[src/hdl/smfp_pkg.sv]
// shared types, codes and per-byte helper functions of the midi file event parser
// no dependencies; used by smfp_step and midi_file_event_parser
`default_nettype none

package smfp_pkg;

   // chunk ids, big-endian ascii
   localparam logic [31:0] ID_HEADER = 32'h4D54_6864;
   localparam logic [31:0] ID_TRACK  = 32'h4D54_726B;

   // fixed header word bytes
   localparam logic [2:0] HDR_ID_BYTES   = 3'd4;
   localparam logic [2:0] HDR_WORD_BYTES = 3'd6;
   localparam logic [31:0] HDR_WORD_LEN  = 32'd6;

   // status high nibbles and the meta status
   localparam logic [3:0] STS_NOTE_OFF  = 4'h8;
   localparam logic [3:0] STS_NOTE_ON   = 4'h9;
   localparam logic [3:0] STS_POLY_AT   = 4'hA;
   localparam logic [3:0] STS_CONTROL   = 4'hB;
   localparam logic [3:0] STS_PROGRAM   = 4'hC;
   localparam logic [3:0] STS_CHAN_AT   = 4'hD;
   localparam logic [3:0] STS_PITCH    = 4'hE;
   localparam logic [7:0] STS_META      = 8'hFF;

   // packed result width on the stream, whole bytes
   localparam int RSP_TDATA_W = 152;

   // error codes
   localparam logic [1:0] ERR_NONE   = 2'd0;
   localparam logic [1:0] ERR_HEADER = 2'd1;
   localparam logic [1:0] ERR_TRACK  = 2'd2;

   // parser phase, one-hot
   typedef enum logic [14:0] {
      PH_HID    = 15'h0001,
      PH_HLEN   = 15'h0002,
      PH_HFLD   = 15'h0004,
      PH_HSKIP  = 15'h0008,
      PH_TID    = 15'h0010,
      PH_TLEN   = 15'h0020,
      PH_DELTA  = 15'h0040,
      PH_STATUS = 15'h0080,
      PH_DATA1  = 15'h0100,
      PH_DATA2  = 15'h0200,
      PH_MTYPE  = 15'h0400,
      PH_MLEN   = 15'h0800,
      PH_MDATA  = 15'h1000,
      PH_DONE   = 15'h2000,
      PH_DEAD   = 15'h4000
   } phase_type;

   // result kinds
   typedef enum logic [2:0] {
      KIND_HEADER     = 3'd0,
      KIND_CHANNEL    = 3'd1,
      KIND_META_START = 3'd2,
      KIND_META_DATA  = 3'd3,
      KIND_ERROR      = 3'd4
   } kind_type;

   // how many data bytes follow a status
   typedef enum logic [1:0] {
      CLS_NONE = 2'd0,
      CLS_ONE  = 2'd1,
      CLS_TWO  = 2'd2,
      CLS_META = 2'd3
   } class_type;

   typedef struct packed {
      phase_type   phase;
      logic [2:0]  field_count;
      logic [31:0] shift_accum;
      logic [31:0] track_time;
      logic [7:0]  running_status;
      logic [7:0]  current_status;
      logic [7:0]  first_data;
      logic [31:0] track_bytes_left;
      logic [15:0] tracks_total;
      logic [15:0] track_number;
      logic [31:0] meta_bytes_left;
      logic [47:0] header_words;
   } state_type;

   typedef struct packed {
      kind_type    kind;
      logic [31:0] event_time;
      logic [7:0]  status;
      logic [15:0] value_a;
      logic [15:0] value_b;
      logic [15:0] value_c;
      logic [31:0] meta_length;
      logic [7:0]  data_byte;
      logic        last_data;
      logic [15:0] track_index;
      logic [1:0]  error_code;
   } rsp_type;

   localparam state_type RESET_STATE = '{
      phase:            PH_HID,
      field_count:      3'd0,
      shift_accum:      32'd0,
      track_time:       32'd0,
      running_status:   8'd0,
      current_status:   8'd0,
      first_data:       8'd0,
      track_bytes_left: 32'd0,
      tracks_total:     16'd0,
      track_number:     16'd0,
      meta_bytes_left:  32'd0,
      header_words:     48'd0
   };

   localparam rsp_type RSP_IDLE = '{
      kind:        KIND_HEADER,
      event_time:  32'd0,
      status:      8'd0,
      value_a:     16'd0,
      value_b:     16'd0,
      value_c:     16'd0,
      meta_length: 32'd0,
      data_byte:   8'd0,
      last_data:   1'b0,
      track_index: 16'd0,
      error_code:  ERR_NONE
   };

   // data byte count class of a status byte
   function automatic class_type f_class(logic [7:0] sts);
      class_type c;
      case (sts[7:4]) inside
         STS_NOTE_OFF, STS_NOTE_ON, STS_POLY_AT, STS_CONTROL, STS_PITCH: c = CLS_TWO;
         STS_PROGRAM, STS_CHAN_AT: c = CLS_ONE;
         default: c = (sts == STS_META) ? CLS_META : CLS_NONE;
      endcase
      return c;
   endfunction

   // one track byte used up, floored at zero
   function automatic state_type f_take(state_type s);
      state_type r;
      r = s;
      if (r.track_bytes_left != 32'd0) begin
         r.track_bytes_left = r.track_bytes_left - 32'd1;
      end
      return r;
   endfunction

   // end of event: next delta, next track or done
   function automatic state_type f_boundary(state_type s);
      state_type r;
      r = s;
      r.shift_accum = 32'd0;
      r.field_count = 3'd0;
      if (r.track_bytes_left != 32'd0) begin
         r.phase = PH_DELTA;
      end else begin
         r.track_number = r.track_number + 16'd1;
         r.phase = (r.track_number >= r.tracks_total) ? PH_DONE : PH_TID;
      end
      return r;
   endfunction

   // header finished, go to the first track, or to done when no tracks are announced
   function automatic state_type f_after_header(state_type s);
      state_type r;
      r = s;
      r.track_number = 16'd0;
      r.field_count = 3'd0;
      r.shift_accum = 32'd0;
      r.phase = (r.tracks_total == 16'd0) ? PH_DONE : PH_TID;
      return r;
   endfunction

   // one byte of a variable-length delta
   function automatic state_type f_delta(state_type s, logic [7:0] in_byte);
      state_type r;
      r = f_take(s);
      r.shift_accum = {s.shift_accum[24:0], in_byte[6:0]};
      if (!in_byte[7]) begin
         r.track_time = r.track_time + r.shift_accum;
         r.shift_accum = 32'd0;
         r.phase = PH_STATUS;
      end
      return r;
   endfunction

   // track event result from the current state
   function automatic rsp_type f_event(state_type s, kind_type kind, logic [7:0] a,
                                       logic [7:0] b);
      rsp_type r;
      r = RSP_IDLE;
      r.kind = kind;
      r.event_time = s.track_time;
      r.status = s.current_status;
      r.value_a = {8'h00, a};
      r.value_b = {8'h00, b};
      r.track_index = s.track_number;
      return r;
   endfunction

endpackage

`default_nettype wire

[src/hdl/smfp_step.sv]
// next parser state and optional result for one file byte
// depends on smfp_pkg
`default_nettype none

module smfp_step (
   input  wire smfp_pkg::state_type state_ff,
   input  wire logic [7:0]          in_byte,
   input  wire logic                file_start,
   output smfp_pkg::state_type      state_in,
   output smfp_pkg::rsp_type        rsp_in,
   output logic                     has_result
);
   import smfp_pkg::*;

   state_type s;
   state_type n;
   rsp_type   r;
   class_type run_cls;
   class_type cur_cls;
   logic      hit;

   always_comb begin
      // restart on a new file, then fold a running status data byte into its phase
      s = file_start ? RESET_STATE : state_ff;
      run_cls = f_class(s.running_status);
      cur_cls = f_class(s.current_status);
      if (s.phase == PH_STATUS && !in_byte[7] && run_cls != CLS_NONE) begin
         s.current_status = s.running_status;
         s.phase = (run_cls == CLS_META) ? PH_MTYPE : PH_DATA1;
         cur_cls = run_cls;
      end

      n = s;
      r = RSP_IDLE;
      hit = 1'b0;

      unique case (s.phase)
         // chunk ids
         PH_HID, PH_TID: begin
            n.shift_accum = {s.shift_accum[23:0], in_byte};
            n.field_count = s.field_count + 3'd1;
            if (n.field_count >= HDR_ID_BYTES) begin
               n.field_count = 3'd0;
               if (s.phase == PH_HID) begin
                  if (n.shift_accum != ID_HEADER) begin
                     r.kind = KIND_ERROR;
                     r.track_index = s.track_number;
                     r.error_code = ERR_HEADER;
                     hit = 1'b1;
                     n.phase = PH_DEAD;
                  end else begin
                     n.phase = PH_HLEN;
                     n.shift_accum = 32'd0;
                  end
               end else begin
                  if (n.shift_accum != ID_TRACK) begin
                     r.kind = KIND_ERROR;
                     r.track_index = s.track_number;
                     r.error_code = ERR_TRACK;
                     hit = 1'b1;
                     n.phase = PH_DEAD;
                  end else begin
                     n.track_time = 32'd0;
                     n.running_status = 8'd0;
                     n.phase = PH_TLEN;
                     n.shift_accum = 32'd0;
                  end
               end
            end
         end
         // header length
         PH_HLEN: begin
            n.shift_accum = {s.shift_accum[23:0], in_byte};
            n.field_count = s.field_count + 3'd1;
            if (n.field_count == HDR_ID_BYTES) begin
               n.field_count = 3'd0;
               n.phase = PH_HFLD;
            end
         end
         // format, track count, timebase
         PH_HFLD: begin
            n.header_words = {s.header_words[39:0], in_byte};
            n.field_count = s.field_count + 3'd1;
            if (n.field_count >= HDR_WORD_BYTES) begin
               n.tracks_total = n.header_words[31:16];
               r.kind = KIND_HEADER;
               r.value_a = n.header_words[47:32];
               r.value_b = n.header_words[31:16];
               r.value_c = n.header_words[15:0];
               hit = 1'b1;
               if (s.shift_accum > HDR_WORD_LEN) begin
                  n.shift_accum = s.shift_accum - HDR_WORD_LEN;
                  n.phase = PH_HSKIP;
               end else begin
                  n = f_after_header(n);
               end
            end
         end
         // surplus header bytes
         PH_HSKIP: begin
            n.shift_accum = s.shift_accum - 32'd1;
            if (n.shift_accum == 32'd0) begin
               n = f_after_header(n);
            end
         end
         // track length
         PH_TLEN: begin
            n.shift_accum = {s.shift_accum[23:0], in_byte};
            n.field_count = s.field_count + 3'd1;
            if (n.field_count == HDR_ID_BYTES) begin
               n.track_bytes_left = n.shift_accum;
               n = f_boundary(n);
            end
         end
         PH_DELTA: begin
            n = f_delta(s, in_byte);
         end
         // status byte, or a data byte under a status that takes none
         PH_STATUS: begin
            if (in_byte[7]) begin
               n = f_take(s);
               n.running_status = in_byte;
               n.current_status = in_byte;
               case (f_class(in_byte))
                  CLS_META: n.phase = PH_MTYPE;
                  CLS_NONE: begin
                     r = f_event(n, KIND_CHANNEL, 8'h00, 8'h00);
                     hit = 1'b1;
                     n = f_boundary(n);
                  end
                  default: n.phase = PH_DATA1;
               endcase
            end else begin
               n.current_status = s.running_status;
               r = f_event(n, KIND_CHANNEL, 8'h00, 8'h00);
               hit = 1'b1;
               n = f_boundary(n);
               // the same byte then opens the next event
               if (n.phase == PH_DELTA) begin
                  n = f_delta(n, in_byte);
               end else if (n.phase == PH_TID) begin
                  n.shift_accum = {n.shift_accum[23:0], in_byte};
                  n.field_count = n.field_count + 3'd1;
               end
            end
         end
         PH_DATA1: begin
            n = f_take(s);
            if (cur_cls == CLS_TWO) begin
               n.first_data = in_byte;
               n.phase = PH_DATA2;
            end else begin
               r = f_event(n, KIND_CHANNEL, in_byte, 8'h00);
               hit = 1'b1;
               n = f_boundary(n);
            end
         end
         PH_DATA2: begin
            n = f_take(s);
            r = f_event(n, KIND_CHANNEL, s.first_data, in_byte);
            hit = 1'b1;
            n = f_boundary(n);
         end
         PH_MTYPE: begin
            n = f_take(s);
            n.first_data = in_byte;
            n.shift_accum = 32'd0;
            n.phase = PH_MLEN;
         end
         // meta length, variable length
         PH_MLEN: begin
            n = f_take(s);
            n.shift_accum = {s.shift_accum[24:0], in_byte[6:0]};
            if (!in_byte[7]) begin
               n.meta_bytes_left = n.shift_accum;
               r = f_event(n, KIND_META_START, s.first_data, 8'h00);
               r.meta_length = n.shift_accum;
               r.last_data = (n.shift_accum == 32'd0);
               hit = 1'b1;
               if (n.shift_accum == 32'd0) begin
                  n = f_boundary(n);
               end else begin
                  n.phase = PH_MDATA;
               end
            end
         end
         PH_MDATA: begin
            n = f_take(s);
            n.meta_bytes_left = s.meta_bytes_left - 32'd1;
            r = f_event(n, KIND_META_DATA, s.first_data, 8'h00);
            r.meta_length = s.shift_accum;
            r.data_byte = in_byte;
            r.last_data = (n.meta_bytes_left == 32'd0);
            hit = 1'b1;
            if (n.meta_bytes_left == 32'd0) begin
               n = f_boundary(n);
            end
         end
         PH_DONE, PH_DEAD: begin
            n = s;
         end
         default: begin
            n = s;
         end
      endcase

      state_in = n;
      rsp_in = r;
      has_result = hit;
   end

endmodule

`default_nettype wire

[src/hdl/midi_file_event_parser.sv]
// standard midi file event parser: input register, per-byte step logic, result register
// depends on smfp_pkg and smfp_step
// an accepted byte is registered, then its result is registered and shown on rsp_tvalid
// throughput: one byte per cycle while results are not stalled; state updates once per byte
// reset: synchronous, active high; clears both stage valids and the parser state,
// and a beat with file_start set restarts the parser before its byte is taken in
`default_nettype none

module midi_file_event_parser (
   input  wire logic         clock,
   input  wire logic         reset,
   // in_byte [7:0]
   input  wire logic [7:0]   req_tdata,
   // file_start [0]
   input  wire logic [0:0]   req_tuser,
   input  wire logic         req_tvalid,
   output logic              req_tready,
   // event_time [31:0], status [39:32], value_a [55:40], value_b [71:56],
   // value_c [87:72], meta_length [119:88], data_byte [127:120],
   // track_index [143:128], error_code [145:144], zero fill [151:146]
   output logic [smfp_pkg::RSP_TDATA_W-1:0] rsp_tdata,
   // kind [2:0]
   output logic [2:0]        rsp_tuser,
   // last_data
   output logic              rsp_tlast,
   output logic              rsp_tvalid,
   input  wire logic         rsp_tready
);
   import smfp_pkg::*;

   logic       req_valid_ff;
   logic [7:0] req_byte_ff;
   logic       req_start_ff;

   state_type  state_ff;
   state_type  state_in;
   rsp_type    rsp_in;
   rsp_type    rsp_ff;
   logic       rsp_valid_ff;
   logic       has_result;
   logic       out_free;
   logic       adv;

   // handshake: a byte advances when it yields no result or the result register can take it
   assign out_free   = !rsp_valid_ff || rsp_tready;
   assign adv        = req_valid_ff && (out_free || !has_result);
   assign req_tready = !reset && (!req_valid_ff || adv);

   // input register
   always_ff @(posedge clock) begin
      if (reset) begin
         req_valid_ff <= 1'b0;
      end else if (req_tready) begin
         req_valid_ff <= req_tvalid;
      end
      if (req_tvalid && req_tready) begin
         req_byte_ff  <= req_tdata;
         req_start_ff <= req_tuser[0];
      end
   end

   // per-byte parser logic
   smfp_step u_step (
      .state_ff   (state_ff),
      .in_byte    (req_byte_ff),
      .file_start (req_start_ff),
      .state_in   (state_in),
      .rsp_in     (rsp_in),
      .has_result (has_result)
   );

   // parser state
   always_ff @(posedge clock) begin
      if (reset) begin
         state_ff <= RESET_STATE;
      end else if (adv) begin
         state_ff <= state_in;
      end
   end

   // result register
   always_ff @(posedge clock) begin
      if (reset) begin
         rsp_valid_ff <= 1'b0;
      end else if (adv && has_result) begin
         rsp_valid_ff <= 1'b1;
      end else if (rsp_tready) begin
         rsp_valid_ff <= 1'b0;
      end
      if (adv && has_result) begin
         rsp_ff <= rsp_in;
      end
   end

   // result beat packing
   assign rsp_tvalid = rsp_valid_ff;
   assign rsp_tdata  = {6'b000000, rsp_ff.error_code, rsp_ff.track_index, rsp_ff.data_byte,
                        rsp_ff.meta_length, rsp_ff.value_c, rsp_ff.value_b, rsp_ff.value_a,
                        rsp_ff.status, rsp_ff.event_time};
   assign rsp_tuser  = rsp_ff.kind;
   assign rsp_tlast  = rsp_ff.last_data;

   // a pending result is never overwritten by a new one
   a_no_overwrite: assert property (@(posedge clock) disable iff (reset)
      (rsp_valid_ff && !rsp_tready) |-> !(adv && has_result))
      else $error("result register overwritten while stalled");

   // a loaded result is presented next cycle
   a_result_shown: assert property (@(posedge clock) disable iff (reset)
      (adv && has_result) |=> rsp_valid_ff)
      else $error("loaded result not presented");

   // after an error only a new file produces results
   a_dead_silent: assert property (@(posedge clock) disable iff (reset)
      (req_valid_ff && state_ff.phase == PH_DEAD && !req_start_ff) |-> !has_result)
      else $error("result produced after error");

   // error results carry a code
   a_error_coded: assert property (@(posedge clock) disable iff (reset)
      (rsp_valid_ff && rsp_ff.kind == KIND_ERROR) |-> (rsp_ff.error_code != ERR_NONE))
      else $error("error result without code");

endmodule

`default_nettype wire

[config.mk]
export PLATFORM = sky130hd
export DESIGN_NAME = midi_file_event_parser
export DESIGN_NICKNAME = d
export VERILOG_FILES = /design/src/hdl/smfp_pkg.sv /design/src/hdl/smfp_step.sv /design/src/hdl/midi_file_event_parser.sv
export SDC_FILE = /design/constraint.sdc
export NUM_CORES = 2
export LEC_CHECK = 0
export ABC_AREA = 0
export BUFFER_PORTS_ARGS = -buffer_cell sky130_fd_sc_hd__clkbuf_2
export CORE_ASPECT_RATIO = 1.75
export CORE_MARGIN = 1.5
export CORE_UTILIZATION = 40
export CTS_CLUSTER_DIAMETER = 150
export DETAILED_ROUTE_END_ITERATION = 10
export PLACE_DENSITY = 0.61
export SYNTH_ARGS = -nofsm -noshare
export SYNTH_HDL_FRONTEND = slang
export SYNTH_SLANG_ARGS = --single-unit
[constraint.sdc]
create_clock -name clock -period 13.3 [get_ports clock]
set_clock_uncertainty 0.1 [all_clocks]
set_input_delay 0.665 -clock clock [delete_from_list [all_inputs] [get_ports clock]]
set_output_delay 0.665 -clock clock [all_outputs]
set_load 0.05 [all_outputs]
==> Word-level counts from Yosys, hierarchy flattened <==
Index checks and enable logic that the tools add are counted.
{ "totals": {"reg_bits": 411, "in_bits": 13, "output_inout_bits": 158, "wordCells": 230} }
{ "classes": {"add_sub_neg": 8, "n_lt_le_gt_ge": 4, "eq_ne": 46, "n_mux": 108, "n_reduce_logical": 37} }
{ "ops": {"columns": ["op", "n"], "rows": [
  ["two-way mux 250 bit", 7],
  ["case mux 160 bit (10 select lines)", 1],
  ["case mux 50 bit (12 select lines)", 1],
  ["two-way mux 235 bit", 2],
  ["two-way mux 148 bit", 3],
  ["case mux 40 bit (9 select lines)", 1],
  ["two-way mux 32 bit", 10],
  ["case mux 48 bit (6 select lines)", 1],
  ["two-way mux 15 bit", 18],
  ["nonzero test 32 bit", 7],
  ["two-way mux 200 bit", 1],
  ["two-way mux 96 bit", 2],
  ["case mux 41 bit (4 select lines)", 1],
  ["case mux 40 bit (4 select lines)", 1],
  ["two-way mux 149 bit", 1],
  ["two-way mux 16 bit", 7],
  ["logical NOT 32 bit", 3],
  ["subtractor 32 x 1 -> 32 bit, second input constant", 3],
  ["two-way mux 18 bit", 5],
  ["two-way mux 90 bit", 1],
  ["case mux 18 bit (5 select lines)", 1],
  ["== test 4 bit, second input constant", 21],
  ["two-way mux 83 bit", 1],
  ["two-way mux 72 bit", 1],
  ["other kinds (46)", 103]
]} }

==> Longest topological paths before layout <==
{ "depth": {"depth_word": 20, "depth_mapped": 29, "ltp_nobuf": 19} }

==> By module <==
A second synthesis with hierarchy kept.
{ "hier_totals": {"hier_cells": 4036, "area_unflattened_um2": 31655.4} }
{ "modules_own_cells": {"columns": ["module", "n_inst", "cells_each", "area_per_inst_um2", "seq_area_each_um2"], "rows": [
  ["midi_file_event_parser", 1, 1261, 16064.2, 9819.4],
  ["smfp_step", 1, 2775, 15591.2, 0.0]
]} }

==> Least setup slack after synthesis <==
Ideal clock, no wire load.
{ "synth_path": {"kind": "reg2reg", "startpoint": "register req_start_ff", "endpoint": "register rsp_ff (netlist bit rsp_tdata[0]) (enable)", "setup_time_ps": 709, "t_arrival_ps": 11324, "t_required_ps": 12491, "path_slack_ps": 1167, "stages_incl_launch_ff": 21, "n_path_buf": 11, "period_less_slack_ps": 12133, "cell_sequence": "edfxtp_1 buf_2 inv_2 buf_2 clkbuf_1 buf_2 buf_2 clkbuf_1 buf_1 clkbuf_1 clkbuf_1 nand2_1 inv_1 ha_1 xor2_1 a311o_1 o221a_2 a21oi_1 buf_2 buf_1 a21oi_1"} }
{ "synth_via": {"elab_chain_len": 16, "word_cells_on_any_way": 62, "classes_between": "add/sub: 1; order compare: 2; eq/ne: 29; mux: 17; reduce/logical: 13"} }
{ "synth_lines": {"columns": ["element", "line_no", "text"], "rows": [
  ["start: declaration", "midi_file_event_parser.sv:33", "logic req_start_ff;"],
  ["start signal: assignment", "midi_file_event_parser.sv:58", "req_start_ff <= req_tuser[0];"],
  ["two-way mux 250 bit *", "smfp_step.sv:24", "s = file_start ? RESET_STATE : state_ff;"],
  ["== test 8 bit or == test 4 bit (tied branches)", "smfp_pkg.sv:134, smfp_step.sv:25", null],
  ["two-way mux 2 bit or OR reduction 2 bit (tied branches)", "smfp_pkg.sv:134, smfp_pkg.sv:131", null],
  ["two-way mux 2 bit (2 in series)", "smfp_pkg.sv:131", "case (sts[7:4]) inside"],
  ["== test 2 bit or nonzero test 2 bit (tied branches)", "smfp_step.sv:29, smfp_step.sv:27", null],
  ["two-way mux 11 bit or logical AND 1 bit (tied branches)", "smfp_step.sv:29, smfp_step.sv:27", null],
  ["two-way mux 15 bit", "smfp_step.sv:27", "if (s.phase == PH_STATUS && !in_byte[7] && run_cls != CLS_NONE) begin"],
  ["== test 15 x 1 -> 1 bit", "smfp_step.sv:37, smfp_step.sv:44", null],
  ["two-way mux 1 bit", "smfp_step.sv:44", "if (s.phase == PH_HID) begin"],
  ["two-way mux 1 bit", "smfp_step.sv:42", "if (n.field_count >= HDR_ID_BYTES) begin"],
  ["case mux 1 bit (6 select lines) *", "smfp_step.sv:37", "unique case (s.phase)"],
  ["logical NOT 1 bit", "midi_file_event_parser.sv:46", "assign adv = req_valid_ff && (out_free || !has_result);"],
  ["logical OR 1 bit", "midi_file_event_parser.sv:46", null],
  ["logical AND 1 bit", "midi_file_event_parser.sv:46", null],
  ["logical AND 1 bit *", "midi_file_event_parser.sv:90", "if (adv && has_result) begin"],
  ["end signal: assignment", "midi_file_event_parser.sv:91", "rsp_ff <= rsp_in;"],
  ["end: declaration", "midi_file_event_parser.sv:38", "rsp_type rsp_ff;"]
]} }
Mark *: on every way between the ends. The rest lies on a longest branch, timed or not.
A chain may end at the register's enable or synchronous reset.

==> Worst setup path after layout <==
{ "layout_path": {"startpoint": "register req_start_ff", "endpoint": "register, netlist name state_ff[201]"} }
{ "layout_via": {"elab_chain_len": 15, "word_cells_on_any_way": 100, "classes_between": "add/sub: 5; order compare: 4; eq/ne: 37; mux: 38; reduce/logical: 16"} }
{ "layout_lines": {"columns": ["element", "line_no"], "rows": [
  ["two-way mux 250 bit *", "smfp_step.sv:24"],
  ["branches (longest 14 deep; another with adder 16 x 1 -> 16 bit)", null]
]} }
Every way passes the cells marked *. The select of a mux whose other input is x is not followed.

==> results.toml <==
[min_path]
min_to = "req_byte_ff[4]$_DFFE_PP_"
min_from = "req_tdata[4]"
hold_class = "input pin to register"
holdPathStages = 1

[layout]
area_growth_syn_to_layout_pct = 10.4
layout.nets = 3577
fillers = 6987
drive_above_1_share_pct = 11.6
stdcell_area_um2 = 30700
finalNonFillerCells = 4440

[worst_setup_path]
cpPeakStageDelay_ns = 0.94
r2r_end = "state_ff[201]$_SDFFE_PP0P_"
r2r_cells = 18
cp_max_fo = 44
end_kind = "register"
arrival_ns = 7.23
slowest_stage = "o41ai_1"
crit_path_start_kind = "register"
crit_top_cell = "and3_1"
critical_path_required_ns = 13.69
path_cells = "inv_4 -> buf_4 -> nand2_1 -> inv_1 -> ha_1 -> nand4b_1 -> nor2_1 -> and3_1 -> and3_1 -> and3_1 -> nand3_1 -> xnor2_1 -> ha_1 -> nand4_1 -> o41ai_1 -> o21bai_1 -> a2111oi_0 -> nor3_1"
r2r_setup_slack_ns = 6.46
path_class = "register to register"
r2r_start = "req_start_ff$_DFFE_PP_"

[drt]
routed_wl_um = 123000
drc = 0
wl_per_cell_um = 27.7
detail_route.iter0.violations = 3249
drt-pass1-iter-count = 6
antenna_left = 0
vias = 29300
vias_per_cell = 6.61

[yosys]
synth_edf_count = 159
yosysWarnings = 0
synthArstFlopShare_pct = 0
ys.flop_type = "dfxtp_1"
syn_area_um2 = 27800
ys_top_cells_by_area = "dfxtp_1 18%, edfxtp_1 17%, nor2_1 5.9%"
yosys.area.top_type = "dfxtp_1"
synth_top_area_share_pct = 17.6
ys_types = 104
ys_seq_area_share_pct = 34.8
synth-seq-cells = 403
post_synth.cell_area_avg_um2 = 7.94
synth_cells = 3500

[global_route]
grt_max_degree = 79
antenna_found_initial = 6
overflow = 0
grt_pass1_vias = 27900
grt_pass1_wl_um = 180000
grt_usage_pct = 33.6

[floorplanning]
die_w_um = 202
die_area_um2 = 71100
rows = 127
io_pins = 171
fp.coreArea_um2 = 68600
die_h_um = 352
initial_utilization_pct = 40.5

[status]
status = "finished clean"

[placement]
place_congestion = 1.05
io_buffers = 164
dpl.hpwl_um = 87200
dp.cells = 4361
place_area_um2 = 29300

[power_and_ir_drop]
p_leak_nw = 11.2
ir_drop_uv = 87.9
p_total_mw = 3.01
p_per_area_nw_per_um2 = 98.1

[timing]
setup_viol = 0
relSlewSlack_pct = 4.52
finalSetupTns_ns = 0
rsz0062_at_grt = "false"
slew_violations = 0
fmax_ghz = 0.146
worstMarginPinSlew_ns = 1.42
fin_crit_ns = 6.84
hold_viol = 0
holdWs_ns = 0.135
finalCritPeriodShare_pct = 51.4

[job]
max_cap_viol_count = 0

[clock_tree]
clk_latency_ns = 0.63
cts_buffers = 41
cts.clk_slew.worst_paths_ns = 0.07
cts_root_buf = "clkbuf_16"
cts_setup_buffers = 0
cts_tree = "built"
clock_sinks = 403
post_cts_resized = 0
cts_max_path_buffers = 3
ctsHoldBuffers = 0
cts_max_level = 2
==> cells in the mapped netlist, drive strengths merged, types with 28 or more instances <==
library cell / instances
ha: 62
nor4: 67
xnor2: 61
a21o: 44
nor2b: 86
clkbuf: 215
o21ai: 211
nand3: 64
mux2i: 40
xor2: 30
and2: 29
nor2: 437
a31oi: 53
nand2b: 33
dfxtp: 244
buf: 78
edfxtp: 159
nand4: 43
o22ai: 89
or3: 31
nand2: 307
o211ai: 28
nor3: 131
a21oi: 217
inv: 86
and3: 71
a22oi: 158
==> routing by layer <==
metal | up-vias | track usage [%] | wire length [um] | share of wire, %
met4 | 6 | 31.4 | 13200 | 11
met1 | 13900 | 34.9 | 42100 | 34
li1 | 13100 | - | - | -
met5 | - | 0 | 38 | 0.031
met2 | 1671 | 56.7 | 58400 | 47
met3 | 642 | 6.77 | 9480 | 7.7
==> critical path, delay by kind of cell, from the launching register on <==
family,cells,cell delay (ns)
flip-flops,1,0.56
AND/OR/NAND/NOR,9,2.11
XOR/XNOR,1,0.22
AO/OA/AOI/OAI,3,1.83
adder cells (fa/ha/maj),2,0.65
buffers and inverters,3,1.20
==> through the flow <==
stage	utilization, %	setup WS (ns)
floorplan	-	1.17
global placement	42.6	6.88
detailed placement	42.6	6.71
CTS	44.7	6.72
global route	44.7	6.13
finish	44.7	6.46
==> logic make-up (layout without fill, tap and decap cells) <==
family | count (synthesis) | after routing | synth area share [%]
AND/OR/NAND/NOR | 1409 | 1409 | 25.4
AO/OA/AOI/OAI | 1110 | 1110 | 27.0
flip-flops | 403 | 403 | 34.8
buffers and inverters | 379 | 408 | 5.54
XOR/XNOR | 91 | 91 | 2.87
adder cells (fa/ha/maj) | 63 | 63 | 2.86
multiplexers | 44 | 44 | 1.60
other | 1 | 9 | 0.0135
==> state kept, by name (all words and copies together) (netlist names) <==
register      cells
rsp_tvalid        1
state_ff        242
req_valid_ff      1
req_byte_ff       8
rsp_tlast         1
rsp_tdata       146
req_start_ff      1
rsp_tuser         3
==> cell usage in the layout, fill, tap and decap left out, types with 62 or more instances in the layout <==
master    count
nand2_1     307
o21ai_0     194
a21oi_1     214
inv_1        85
o22ai_1      89
a22oi_1     158
edfxtp_1    159
nand3_1      63
ha_1         62
nor2_1      432
nor2b_1      86
clkbuf_2    163
and3_1       71
nor3_1      125
dfxtp_1     244
buf_4        82
==> final cells by class <==
class | count | area [um^2] | share of cell area, %
diodes | 3 | 7.51 | 0.0245
clock buffers | 43 | 1080 | 3.51
clock inverters | 33 | 338 | 1.10
inverters | 86 | 325 | 1.06
multi-input cells | 2723 | 16700 | 54.4
flip-flops and latches | 403 | 9660 | 31.5
well taps | 903 | 1130 | 3.68
repair buffers | 246 | 1440 | 4.70
==> worst max path at each step <==
| stage | start | to | slack, ns | cells past startpoint |
|---|---|---|---|---|
| 3_3_place_gp | req_start_ff$_DFFE_PP_ | state_ff[201]$_SDFFE_PP0P_ | 6.88 | 18 |
| 4_1_cts | req_start_ff$_DFFE_PP_ | state_ff[201]$_SDFFE_PP0P_ | 6.72 | 18 |
| 6_report | req_start_ff$_DFFE_PP_ | state_ff[201]$_SDFFE_PP0P_ | 6.46 | 18 |
| 3_5_place_dp | req_start_ff$_DFFE_PP_ | state_ff[201]$_SDFFE_PP0P_ | 6.71 | 18 |
| 2_1_floorplan | req_start_ff$_DFFE_PP_ | rsp_tdata[0]$_DFFE_PP_ | 1.17 | 20 |
| 5_1_grt | req_start_ff$_DFFE_PP_ | state_ff[201]$_SDFFE_PP0P_ | 6.13 | 18 |
==> where the power goes <==
part	internal [mW]	switching, mW	total [mW]	leakage [nW]
combinational	0.112	0.323	0.435	7.30
sequential	1.29	0.0220	1.31	3.24
clock	0.683	0.582	1.26	0.682
total	2.08	0.927	3.01	11.2
Power figures use the tool's default switching activity.
